$ cat config.mk
export PLATFORM = sky130hd
export DESIGN_NAME = mandelbrot_escape_time_colorizer
export DESIGN_NICKNAME = d
export VERILOG_FILES = /design/src/sv/mec_pkg.sv /design/src/sv/mec_cfg.sv /design/src/sv/mec_mul.sv /design/src/sv/mandelbrot_escape_time_colorizer.sv
export SDC_FILE = /design/constraint.sdc
export NUM_CORES = 2
export LEC_CHECK = 0
export BUFFER_PORTS_ARGS = -buffer_cell sky130_fd_sc_hd__buf_2
export CAP_MARGIN = 20
export CELL_PAD_IN_SITES_DETAIL_PLACEMENT = 2
export CELL_PAD_IN_SITES_GLOBAL_PLACEMENT = 2
export CORE_MARGIN = 2
export CORE_UTILIZATION = 42
export DETAILED_ROUTE_END_ITERATION = 12
export PLACE_DENSITY = 0.8
export SETUP_SLACK_MARGIN = 0.02
export SLEW_MARGIN = 30
export SYNTH_ARGS = -nofsm -noshare
export SYNTH_HDL_FRONTEND = slang
export SYNTH_SLANG_ARGS = --single-unit
$ cat constraint.sdc
create_clock -name clk -period 13.67 [get_ports clk]
set_input_delay 0.6835 -clock clk [delete_from_list [all_inputs] [get_ports clk]]
set_output_delay 0.6835 -clock clk [all_outputs]
set_load 0.1 [all_outputs]
$ cat src/sv/mec_pkg.sv
`default_nettype none

package mec_pkg;

  // Number formats
  localparam int FRAC_BITS        = 28;
  localparam int COORD_BITS       = FRAC_BITS + 4;
  localparam int STEP_BITS        = FRAC_BITS + 1;
  localparam int PIXEL_INDEX_BITS = 11;
  localparam int COUNT_BITS       = 12;
  localparam int PROD_BITS        = 2 * COORD_BITS;

  // Configuration port
  localparam int CFG_INDEX_BITS = 3;
  localparam int CFG_DATA_BITS  = COORD_BITS;

  localparam logic [CFG_INDEX_BITS-1:0] REG_LEFT_RE    = 3'd0;
  localparam logic [CFG_INDEX_BITS-1:0] REG_TOP_IM     = 3'd1;
  localparam logic [CFG_INDEX_BITS-1:0] REG_STEP_RE    = 3'd2;
  localparam logic [CFG_INDEX_BITS-1:0] REG_STEP_IM    = 3'd3;
  localparam logic [CFG_INDEX_BITS-1:0] REG_ITER_LIMIT = 3'd4;

  // Reset values: -2.0, -1.5, 393216 per pixel, 256 iterations
  localparam logic [COORD_BITS-1:0] LEFT_RE_RST    = COORD_BITS'(-(64'sd1 <<< (FRAC_BITS + 1)));
  localparam logic [COORD_BITS-1:0] TOP_IM_RST     = COORD_BITS'(-(64'sd3 <<< (FRAC_BITS - 1)));
  localparam logic [STEP_BITS-1:0]  STEP_RST       = STEP_BITS'(393216);
  localparam logic [COUNT_BITS-1:0] ITER_LIMIT_RST = COUNT_BITS'(256);

  typedef struct packed {
    logic signed [COORD_BITS-1:0] left_re;
    logic signed [COORD_BITS-1:0] top_im;
    logic [STEP_BITS-1:0]         step_re;
    logic [STEP_BITS-1:0]         step_im;
    logic [COUNT_BITS-1:0]        iter_limit;
  } cfg_regs_t;

endpackage

`default_nettype wire

$ cat src/sv/mec_cfg.sv
`default_nettype none

module mec_cfg
  import mec_pkg::*;
(
  input  wire logic                      clk,
  input  wire logic                      rst_n,
  input  wire logic                      cfg_valid,
  output logic                           cfg_ready,
  input  wire logic [CFG_INDEX_BITS-1:0] cfg_index,
  input  wire logic [CFG_DATA_BITS-1:0]  cfg_data,
  output cfg_regs_t                      regs
);

  cfg_regs_t regs_r;

  assign cfg_ready = 1'b1;
  assign regs      = regs_r;

  always_ff @(posedge clk) begin
    if (!rst_n) begin
      regs_r.left_re    <= LEFT_RE_RST;
      regs_r.top_im     <= TOP_IM_RST;
      regs_r.step_re    <= STEP_RST;
      regs_r.step_im    <= STEP_RST;
      regs_r.iter_limit <= ITER_LIMIT_RST;
    end else if (cfg_valid) begin
      unique case (cfg_index)
        REG_LEFT_RE:    regs_r.left_re    <= cfg_data[COORD_BITS-1:0];
        REG_TOP_IM:     regs_r.top_im     <= cfg_data[COORD_BITS-1:0];
        REG_STEP_RE:    regs_r.step_re    <= cfg_data[STEP_BITS-1:0];
        REG_STEP_IM:    regs_r.step_im    <= cfg_data[STEP_BITS-1:0];
        REG_ITER_LIMIT: regs_r.iter_limit <= cfg_data[COUNT_BITS-1:0];
        default: ; // drop writes to unknown indexes
      endcase
    end
  end

endmodule

`default_nettype wire

$ cat src/sv/mec_mul.sv
`default_nettype none

module mec_mul
  import mec_pkg::*;
(
  input  wire logic                  clk,
  input  wire logic [COORD_BITS-1:0] op_a,
  input  wire logic [COORD_BITS-1:0] op_b,
  output logic [PROD_BITS-1:0]       prod
);

  logic [PROD_BITS-1:0] prod_r;

  // Unsigned magnitude product, registered
  always_ff @(posedge clk) begin
    prod_r <= PROD_BITS'(op_a) * PROD_BITS'(op_b);
  end

  assign prod = prod_r;

endmodule

`default_nettype wire

$ cat src/sv/mandelbrot_escape_time_colorizer.sv
`default_nettype none

// Mandelbrot escape-time evaluator with band colouring.
// Input: pulse start with in_pixel_col / in_pixel_row while busy is low; the
// pixel is taken at that edge. busy stays high until the result is out.
// The pixel maps to c = left_re + col*step_re + i*(top_im + row*step_im),
// Q4.28, saturated. z starts at c and z = z*z + c is repeated until
// |z|^2 >= 4 or the count reaches the iteration limit.
// Output: out_valid is high for one cycle with the count and an RGB colour;
// the receiver has no back-pressure and must take it in that cycle.
// Timing: one 32x32 multiplier is shared by everything. Mapping steps through
// MAP_RE, MAP_IM and MAP_END, each iteration through SQ_RE, SQ_IM, CROSS and
// UPDATE (re^2, im^2, re*im, update), and the final escape test through
// SQ_RE, SQ_IM and CROSS. busy is already low while the result is on the
// ports, so the next pixel is taken at the edge that ends the out_valid cycle.
// Configuration: cfg_valid/cfg_ready with cfg_index and cfg_data; always
// ready, writes take effect on the next edge. Write only while idle.
// Reset: synchronous, active low; the configuration registers return to their
// defaults and the sequencer goes idle. No clearing pass is needed.
module mandelbrot_escape_time_colorizer
  import mec_pkg::*;
(
  input  wire logic                        clk,
  input  wire logic                        rst_n,
  input  wire logic                        start,
  output logic                             busy,
  input  wire logic [PIXEL_INDEX_BITS-1:0] in_pixel_col,
  input  wire logic [PIXEL_INDEX_BITS-1:0] in_pixel_row,
  output logic                             out_valid,
  output logic [COUNT_BITS-1:0]            out_iteration_count,
  output logic [7:0]                       out_red,
  output logic [7:0]                       out_green,
  output logic [7:0]                       out_blue,
  input  wire logic                        cfg_valid,
  output logic                             cfg_ready,
  input  wire logic [CFG_INDEX_BITS-1:0]   cfg_index,
  input  wire logic [CFG_DATA_BITS-1:0]    cfg_data
);

  localparam int SUM_BITS = PROD_BITS + 2;

  localparam logic [2:0] ST_IDLE    = 3'd0;
  localparam logic [2:0] ST_MAP_RE  = 3'd1;
  localparam logic [2:0] ST_MAP_IM  = 3'd2;
  localparam logic [2:0] ST_MAP_END = 3'd3;
  localparam logic [2:0] ST_SQ_RE   = 3'd4;
  localparam logic [2:0] ST_SQ_IM   = 3'd5;
  localparam logic [2:0] ST_CROSS   = 3'd6;
  localparam logic [2:0] ST_UPDATE  = 3'd7;

  localparam logic signed [SUM_BITS-1:0] COORD_MAX =
    SUM_BITS'((65'sd1 <<< (COORD_BITS - 1)) - 65'sd1);
  localparam logic signed [SUM_BITS-1:0] COORD_MIN = -COORD_MAX - SUM_BITS'(1);
  localparam logic [PROD_BITS:0] FOUR = (PROD_BITS + 1)'(1) << (2 * FRAC_BITS + 2);

  function automatic logic signed [COORD_BITS-1:0] sat_coord(
    input logic signed [SUM_BITS-1:0] v
  );
    logic signed [COORD_BITS-1:0] res;
    if (v > COORD_MAX) res = COORD_MAX[COORD_BITS-1:0];
    else if (v < COORD_MIN) res = COORD_MIN[COORD_BITS-1:0];
    else res = v[COORD_BITS-1:0];
    return res;
  endfunction

  function automatic logic [23:0] band_colour(
    input logic [COUNT_BITS-1:0] cnt,
    input logic [COUNT_BITS-1:0] lim
  );
    logic [23:0] rgb;
    priority if (cnt == lim) rgb = {8'd0, 8'd0, 8'd0};
    else if ({cnt, 1'b0} > {1'b0, lim}) rgb = {8'd100, 8'd20, 8'd20};
    else if ({cnt, 2'b00} > {2'b00, lim}) rgb = {8'd200, 8'd40, 8'd40};
    else if ((COUNT_BITS + 9)'(cnt) * (COUNT_BITS + 9)'(400) >
             (COUNT_BITS + 9)'(lim) * (COUNT_BITS + 9)'(51))
      rgb = {8'd255, 8'd127, 8'd127};
    else rgb = {8'd255, 8'd255, 8'd255};
    return rgb;
  endfunction

  cfg_regs_t regs;

  mec_cfg u_cfg (
    .clk       (clk),
    .rst_n     (rst_n),
    .cfg_valid (cfg_valid),
    .cfg_ready (cfg_ready),
    .cfg_index (cfg_index),
    .cfg_data  (cfg_data),
    .regs      (regs)
  );

  logic [2:0]                    state_r, state_nxt;
  logic [PIXEL_INDEX_BITS-1:0]   col_r, col_nxt, row_r, row_nxt;
  logic signed [COORD_BITS-1:0]  cre_r, cre_nxt, cim_r, cim_nxt;
  logic signed [COORD_BITS-1:0]  re_r, re_nxt, im_r, im_nxt;
  logic [PROD_BITS-1:0]          sr_r, sr_nxt, si_r, si_nxt;
  logic [COUNT_BITS-1:0]         count_r, count_nxt;
  logic                          out_valid_r, out_valid_nxt;
  logic [COUNT_BITS-1:0]         out_count_r, out_count_nxt;
  logic [23:0]                   out_rgb_r, out_rgb_nxt;

  logic [COORD_BITS-1:0]         abs_re, abs_im, mul_a, mul_b;
  logic [PROD_BITS-1:0]          prod;
  logic signed [SUM_BITS-1:0]    map_sum_re, map_sum_im;
  logic signed [PROD_BITS:0]     sq_diff, cross_signed;
  logic signed [SUM_BITS-1:0]    upd_re, upd_im;
  logic                          escape;

  assign abs_re = re_r[COORD_BITS-1] ? COORD_BITS'(-re_r) : COORD_BITS'(re_r);
  assign abs_im = im_r[COORD_BITS-1] ? COORD_BITS'(-im_r) : COORD_BITS'(im_r);

  // Operand select for the shared multiplier
  always_comb begin
    unique case (state_r)
      ST_MAP_RE: begin
        mul_a = COORD_BITS'(col_r);
        mul_b = COORD_BITS'(regs.step_re);
      end
      ST_MAP_IM: begin
        mul_a = COORD_BITS'(row_r);
        mul_b = COORD_BITS'(regs.step_im);
      end
      ST_SQ_RE: begin
        mul_a = abs_re;
        mul_b = abs_re;
      end
      ST_SQ_IM: begin
        mul_a = abs_im;
        mul_b = abs_im;
      end
      ST_CROSS: begin
        mul_a = abs_re;
        mul_b = abs_im;
      end
      default: begin
        mul_a = '0;
        mul_b = '0;
      end
    endcase
  end

  mec_mul u_mul (
    .clk  (clk),
    .op_a (mul_a),
    .op_b (mul_b),
    .prod (prod)
  );

  // Pixel mapping: start + index*step, product is never negative
  assign map_sum_re = SUM_BITS'(regs.left_re) + $signed({2'b00, prod});
  assign map_sum_im = SUM_BITS'(regs.top_im) + $signed({2'b00, prod});

  // Escape test on the exact squares: re^2 held, im^2 on the multiplier output
  assign escape = ({1'b0, sr_r} + {1'b0, prod}) >= FOUR;

  // Next iterate: floor((re^2 - im^2) / 2^F) and floor(2*re*im / 2^F)
  assign sq_diff      = $signed({1'b0, sr_r}) - $signed({1'b0, si_r});
  assign cross_signed = (re_r[COORD_BITS-1] ^ im_r[COORD_BITS-1]) ?
                        -$signed({1'b0, prod}) : $signed({1'b0, prod});
  assign upd_re = SUM_BITS'(sq_diff >>> FRAC_BITS) + SUM_BITS'(cre_r);
  assign upd_im = SUM_BITS'(cross_signed >>> (FRAC_BITS - 1)) + SUM_BITS'(cim_r);

  always_comb begin
    state_nxt     = state_r;
    col_nxt       = col_r;
    row_nxt       = row_r;
    cre_nxt       = cre_r;
    cim_nxt       = cim_r;
    re_nxt        = re_r;
    im_nxt        = im_r;
    sr_nxt        = sr_r;
    si_nxt        = si_r;
    count_nxt     = count_r;
    out_valid_nxt = 1'b0;
    out_count_nxt = out_count_r;
    out_rgb_nxt   = out_rgb_r;

    unique case (state_r)
      ST_IDLE: begin
        if (start) begin
          col_nxt   = in_pixel_col;
          row_nxt   = in_pixel_row;
          state_nxt = ST_MAP_RE;
        end
      end
      ST_MAP_RE: begin
        state_nxt = ST_MAP_IM;
      end
      ST_MAP_IM: begin
        cre_nxt   = sat_coord(map_sum_re);
        re_nxt    = sat_coord(map_sum_re);
        state_nxt = ST_MAP_END;
      end
      ST_MAP_END: begin
        cim_nxt   = sat_coord(map_sum_im);
        im_nxt    = sat_coord(map_sum_im);
        count_nxt = '0;
        state_nxt = ST_SQ_RE;
      end
      ST_SQ_RE: begin
        state_nxt = ST_SQ_IM;
      end
      ST_SQ_IM: begin
        sr_nxt    = prod;
        state_nxt = ST_CROSS;
      end
      ST_CROSS: begin
        si_nxt = prod;
        // stop at the limit or once outside radius 2
        if (count_r >= regs.iter_limit || escape) begin
          out_valid_nxt = 1'b1;
          out_count_nxt = count_r;
          out_rgb_nxt   = band_colour(count_r, regs.iter_limit);
          state_nxt     = ST_IDLE;
        end else begin
          state_nxt = ST_UPDATE;
        end
      end
      ST_UPDATE: begin
        re_nxt    = sat_coord(upd_re);
        im_nxt    = sat_coord(upd_im);
        count_nxt = count_r + COUNT_BITS'(1);
        state_nxt = ST_SQ_RE;
      end
      default: state_nxt = ST_IDLE;
    endcase
  end

  always_ff @(posedge clk) begin
    if (!rst_n) begin
      state_r     <= ST_IDLE;
      out_valid_r <= 1'b0;
    end else begin
      state_r     <= state_nxt;
      out_valid_r <= out_valid_nxt;
    end
  end

  always_ff @(posedge clk) begin
    col_r       <= col_nxt;
    row_r       <= row_nxt;
    cre_r       <= cre_nxt;
    cim_r       <= cim_nxt;
    re_r        <= re_nxt;
    im_r        <= im_nxt;
    sr_r        <= sr_nxt;
    si_r        <= si_nxt;
    count_r     <= count_nxt;
    out_count_r <= out_count_nxt;
    out_rgb_r   <= out_rgb_nxt;
  end

  assign busy                = (state_r != ST_IDLE);
  assign out_valid           = out_valid_r;
  assign out_iteration_count = out_count_r;
  assign out_red             = out_rgb_r[23:16];
  assign out_green           = out_rgb_r[15:8];
  assign out_blue            = out_rgb_r[7:0];

endmodule

`default_nettype wire

Yosys cells after proc, flatten, opt, wreduce, memory -nomap -nowiden
Cells that the tools add are included.
Widths: inputs -> output; s select.
{"block": "word_totals", "out_inout_bits": 39, "wordCells": 103, "ff_bits": 528}
{"block": "op_classes", "bitwise": 1, "n_lt_le_gt_ge": 13, "n_eq_ne": 13, "multipliers": 3, "n_addsub": 10, "n_reduce_logical": 19, "n_mux": 23}
{"operator": "$mux 32", "n": 10}
{"operator": "$pmux 32 s4", "n": 2}
{"operator": "$add 32x65->66", "n": 2}
{"operator": "$gt 66x32->1 const B", "n": 2}
{"operator": "$lt 66x32->1 const B", "n": 2}
{"operator": "$pmux 32 s2", "n": 2}
{"operator": "$add 64x64->65", "n": 1}
{"operator": "$ge 65x59->1 const B", "n": 1}
{"operator": "$mux 65", "n": 1}
{"operator": "$neg 64->65", "n": 1}
{"operator": "$sub 64x64->65", "n": 1}
{"operator": "$mul 32x32->64", "n": 1}
{"operator": "$neg 32->32", "n": 2}
{"operator": "$mux 22", "n": 2}
{"operator": "$add 38x32->39", "n": 1}
{"operator": "$gt 39x32->1 const B", "n": 1}
{"operator": "$lt 39x32->1 const B", "n": 1}
{"operator": "$add 37x32->38", "n": 1}
{"operator": "$gt 38x32->1 const B", "n": 1}
{"operator": "$lt 38x32->1 const B", "n": 1}
{"operator": "$pmux 12 s2", "n": 1}
{"operator": "$gt 21x18->1", "n": 1}
{"operator": "$pmux 3 s7", "n": 1}
{"operator": "$mul 12x6->18 const B", "n": 1}
{"operator": "21 further kinds", "n": 42}

Logic depth before layout (Yosys ltp)
{"block": "depth", "word_depth": 7, "depth_mapped": 42, "mapped_depth_nobuf": 41}

Hierarchy
A second synthesis with hierarchy kept.
{"block": "unflattened", "cells_unflattened": 8670, "area_unflattened_um2": 76353.2}
{"mod": "mandelbrot_escape_time_colorizer", "instances": 1, "cells_per_inst": 4442, "area_each_um2": 36817.8}
{"mod": "mec_mul", "instances": 1, "cells_per_inst": 3747, "area_each_um2": 34546.9}
{"mod": "mec_cfg", "instances": 1, "cells_per_inst": 481, "area_each_um2": 4988.5}

Worst setup path after synthesis
No wires, ideal clock.
{"block": "synth_timing", "kind": "flip-flop to flip-flop", "start": "reg re_r[5]", "end": "reg u_mul.prod_r[62] (netlist: u_mul.prod[62])", "arrival_time_ns": 10.829, "path_buffers": 1, "path_stages_with_launch": 38, "required_ns": 13.534, "slack_ns": 2.704, "path_cell_list": "edfxtp_1 or4_1 nor4_1 nand3_1 or3_1 or3_1 or3_1 o31ai_1 xor2_1 nor2b_1 a211oi_1 nor2_1 nor2_1 clkbuf_1 nand2_1 fa_1 fa_1 inv_1 (+2 left out) fa_1 fa_1 fa_1 inv_1 fa_1 inv_1 ha_1 a21oi_1 o21ai_0 a21o_1 a21o_1 nor3_1 o211a_1 o21ai_0 a221o_1 a311oi_1 o41ai_1 xor2_1"}
{"block": "synth_via", "elab_chain_len": 4, "elab_cells_between_ends": 5, "cone_classes": "1 x add/sub; 1 x mul; 3 x mux"}
{"element": "from (decl)", "line_no": "mandelbrot_escape_time_colorizer.sv:96", "rtl": "logic signed [COORD_BITS-1:0] re_r, re_nxt, im_r, im_nxt;"}
{"element": "from (signal assigned)", "line_no": "mandelbrot_escape_time_colorizer.sv:245", "rtl": "re_r <= re_nxt;"}
{"element": "$neg 32->32", "line_no": "mandelbrot_escape_time_colorizer.sv:110", "rtl": "assign abs_re = re_r[COORD_BITS-1] ? COORD_BITS'(-re_r) : COORD_BITS'(re_r);"}
{"element": "$mux 32 (*)", "line_no": "mandelbrot_escape_time_colorizer.sv:110"}
{"element": "$pmux 32 s4", "line_no": "mandelbrot_escape_time_colorizer.sv:115", "rtl": "unique case (state_r)"}
{"element": "$mul 32x32->64 (*)", "line_no": "mec_mul.sv:16", "rtl": "prod_r <= PROD_BITS'(op_a) * PROD_BITS'(op_b);"}
{"element": "to (signal assigned)", "line_no": "mec_mul.sv:16"}
{"element": "to (decl)", "line_no": "mec_mul.sv:12", "rtl": "logic [PROD_BITS-1:0] prod_r;"}
Every way passes the cells marked *; elsewhere a longest branch is shown, timed or not.
A chain may end at the register's enable or synchronous reset.

Worst setup path in the final report
Ends and elaborated chain as after synthesis.

==> results.json <==
{
  "multiInputGateArea_um2": 55800,
  "hpwl_um": 277000,
  "wirelength_met1_um": 134000,
  "synth_top_flop_cell": "edfxtp_1",
  "start_kind": "flop",
  "min_period_ns": 12.92,
  "min_from": "in_pixel_row[2]",
  "coreArea_um2": 177000,
  "gr-total-overflow": 0,
  "slowest_stage": "or4_1",
  "drc": 0,
  "area_growth_pct": 8.03,
  "finalSetupViolCount": 0,
  "ys_ff_latch": 509,
  "start_util_pct": 42.4,
  "synth_top_cells_by_area": "fa_1 25%, edfxtp_1 12%, ha_1 12%",
  "max_stage_delay_ns": 0.66,
  "synth-edff-count": 307,
  "row_count": 154,
  "dieArea_um2": 182000,
  "synthTopCellsByCount": "1256 x inv_1, 1256 x nand2_1, 924 x fa_1, 750 x nor2_1, 725 x ha_1",
  "worst_pin_slew_ns": 1.22,
  "grt_start_max_net_pins": 72,
  "numCtsBuffers": 60,
  "met2_length_um": 165000,
  "worstReg2RegEnd": "u_mul.prod[62]",
  "cts_tree": "built",
  "power.leakage_uw": 0.0381,
  "synth_top_area_cell": "fa_1",
  "ctsResizeCount": 0,
  "antenna_found_initial": 14,
  "wire_per_inst_um": 30.9,
  "holdCritPathClass": "input pin to flop",
  "cp_common_cell": "fa_1",
  "place_congestion": 0.990,
  "hold_depth": 1,
  "whs_ns": 0.233,
  "dr.pass1.iters": 5,
  "fillCellCount": 19500,
  "finalNetCount": 10400,
  "skew_ns": 0.0627,
  "hold_path_end": "row_r[2]",
  "hold_violations": 0,
  "vias_per_cell": 6.08,
  "setup_tns_ns": 0,
  "endpoint_kind": "flop",
  "grt.total_usage_pct": 37.8,
  "clk_pin_slew_worst_paths_ns": 0.07,
  "grt_pass1_vias": 76000,
  "synth_cells": 8766,
  "arrival_ns": 13.45,
  "clock_path_buffers": 3,
  "dr.max_layer_used": "met5",
  "cp_max_fo": 18,
  "h-tree-depth": 2,
  "synth.net_count": 10500,
  "io_buffers": 98,
  "dr.first_iter.drc_count": 4975,
  "ff2ff_setup_slack_ns": 0.75,
  "cts-root-buf": "clkbuf_16",
  "yosysUniqueCellTypes": 105,
  "dieHeight_um": 426,
  "status": "complete, no violations",
  "drive_above_1_share_pct": 6.19,
  "power_density_nw_per_um2": 87.4,
  "fin_crit_sh_pct": 94.5,
  "vias": 67600,
  "cts.sinks": 509,
  "seqCellArea_um2": 13300,
  "fmax_ghz": 0.0774,
  "ctsHoldBuffers": 0,
  "worst-r2r-cell-count": 37,
  "yosysTopAreaCellShare_pct": 24.7,
  "die_width_um": 426,
  "yosysWarningCount": 0,
  "synth.yosys.seq_area_share_pct": 17.7,
  "critPathKind": "flop to flop",
  "ir_drop_mv": 0.121,
  "syn_avg_cell_area_um2": 8.54,
  "maxCapViolations": 0,
  "synth_area_um2": 74900,
  "drv_slew": 0,
  "worst_skew_pair.late_latency_ns": 0.72,
  "cp_data_required_time_ns": 14.20,
  "synthArstFlopShare_pct": 0,
  "r2r-start": "re_r[5]",
  "rsz0062_at_grt": "false",
  "grt_pass1_wl_um": 507000,
  "wl_um": 344000,
  "slew_headroom_pct": 17.9,
  "io_pins": 100,
  "cts_setup_buffers": 0,
  "drtAntennaViolNets": 0,
  "dr_wl_met3_um": 20800
}
## layer usage
metal,track usage (%),vias to the layer above
li1,-,29100
met1,45.4,35400
met2,64.0,2283
met3,5.71,848
met4,22.2,8
met5,0,-
## state kept, by name (all words and copies together) (netlist names), 32 cells and up
signal,cells
u_cfg.regs,134
si_r,64
sr_r,64
u_mul.prod,64
cim_r,32
cre_r,32
im_r,32
re_r,32
## worst max path at each step
stage / end / cells after the start / from
final: u_mul.prod[62] / 37 / re_r[5]
after global routing: u_mul.prod[60] / 36 / re_r[5]
after CTS: u_mul.prod[60] / 33 / re_r[5]
after detailed placement: u_mul.prod[63] / 36 / re_r[5]
after global placement: u_mul.prod[63] / 36 / re_r[5]
after floorplan: u_mul.prod[62] / 37 / re_r[5]
## placed cells by master (no fill, tap or decap), types with 61 or more instances in the layout
cell type / Yosys / routed
buf_2: 15 / 97
nand4_1: 115 / 115
inv_1: 1256 / 1254
ha_1: 725 / 725
a21o_1: 234 / 234
o21a_1: 76 / 72
xor2_1: 161 / 160
o21bai_1: 61 / 61
a21oi_1: 454 / 453
xnor2_1: 241 / 241
nor3_1: 70 / 70
clkbuf_16: 0 / 66
a21boi_0: 161 / 161
fa_1: 924 / 924
o21ai_0: 314 / 309
nand2_1: 1256 / 1254
nor2_1: 750 / 743
dfxtp_1: 202 / 199
and2_1: 79 / 77
edfxtp_1: 307 / 307
nand3_1: 84 / 84
buf_4: 25 / 199
## logic make-up after synthesis
family	after synthesis	share of synthesized area (%)
flops	509	17.7
compound gates	1843	16.3
simple gates	2697	15.9
fa+ha+maj	1649	36.8
mux	13	0.175
xor+xnor	402	4.70
other cells	1	0.00501
buf+inv	1652	8.46
## stage by stage
| stage | instances | util, % | total power, µW | instance area, µm² | setup WS [ns] |
|---|---|---|---|---|---|
| finish | 11100 | 45.8 | 7070 | 80900 | 0.749 |
| global route | 11100 | 45.8 | 7370 | 80900 | 0.294 |
| CTS | 11100 | 45.7 | 7000 | 80800 | 0.735 |
| detailed placement | 11000 | 44.6 | 5250 | 78800 | 0.840 |
| global placement | 11000 | 44.5 | 5110 | 78600 | 1.37 |
| floorplan | 8766 | - | 3930 | 74900 | 2.70 |
## layout make-up
type | count | area share [%]
Tap cell | 2340 | 3.62
Inverter | 1257 | 5.83
Clock buffer | 83 | 2.18
Multi-Input combinational cell | 6605 | 69.0
Timing Repair Buffer | 301 | 2.57
Clock inverter | 31 | 0.377
Antenna cell | 1 | 0.00309
Sequential cell | 509 | 16.4
## worst max-delay path: cells and delay by family, from the launching register on
family / cells / cell delay (ns)
buffers and inverters: 4 / 0.44
flip-flops: 1 / 0.47
XOR/XNOR: 2 / 0.31
AO/OA/AOI/OAI: 11 / 3.20
AND/OR/NAND/NOR: 11 / 3.59
adder cells (fa/ha/maj): 9 / 4.73
## power by group
group          total, µW  internal, µW  leakage [µW]  switching, µW
registers           1950          1770       0.00456            182
logic               3370          1080        0.0325           2300
clock network       1740           968       0.00101            773
(Power assumes the default switching activity.)
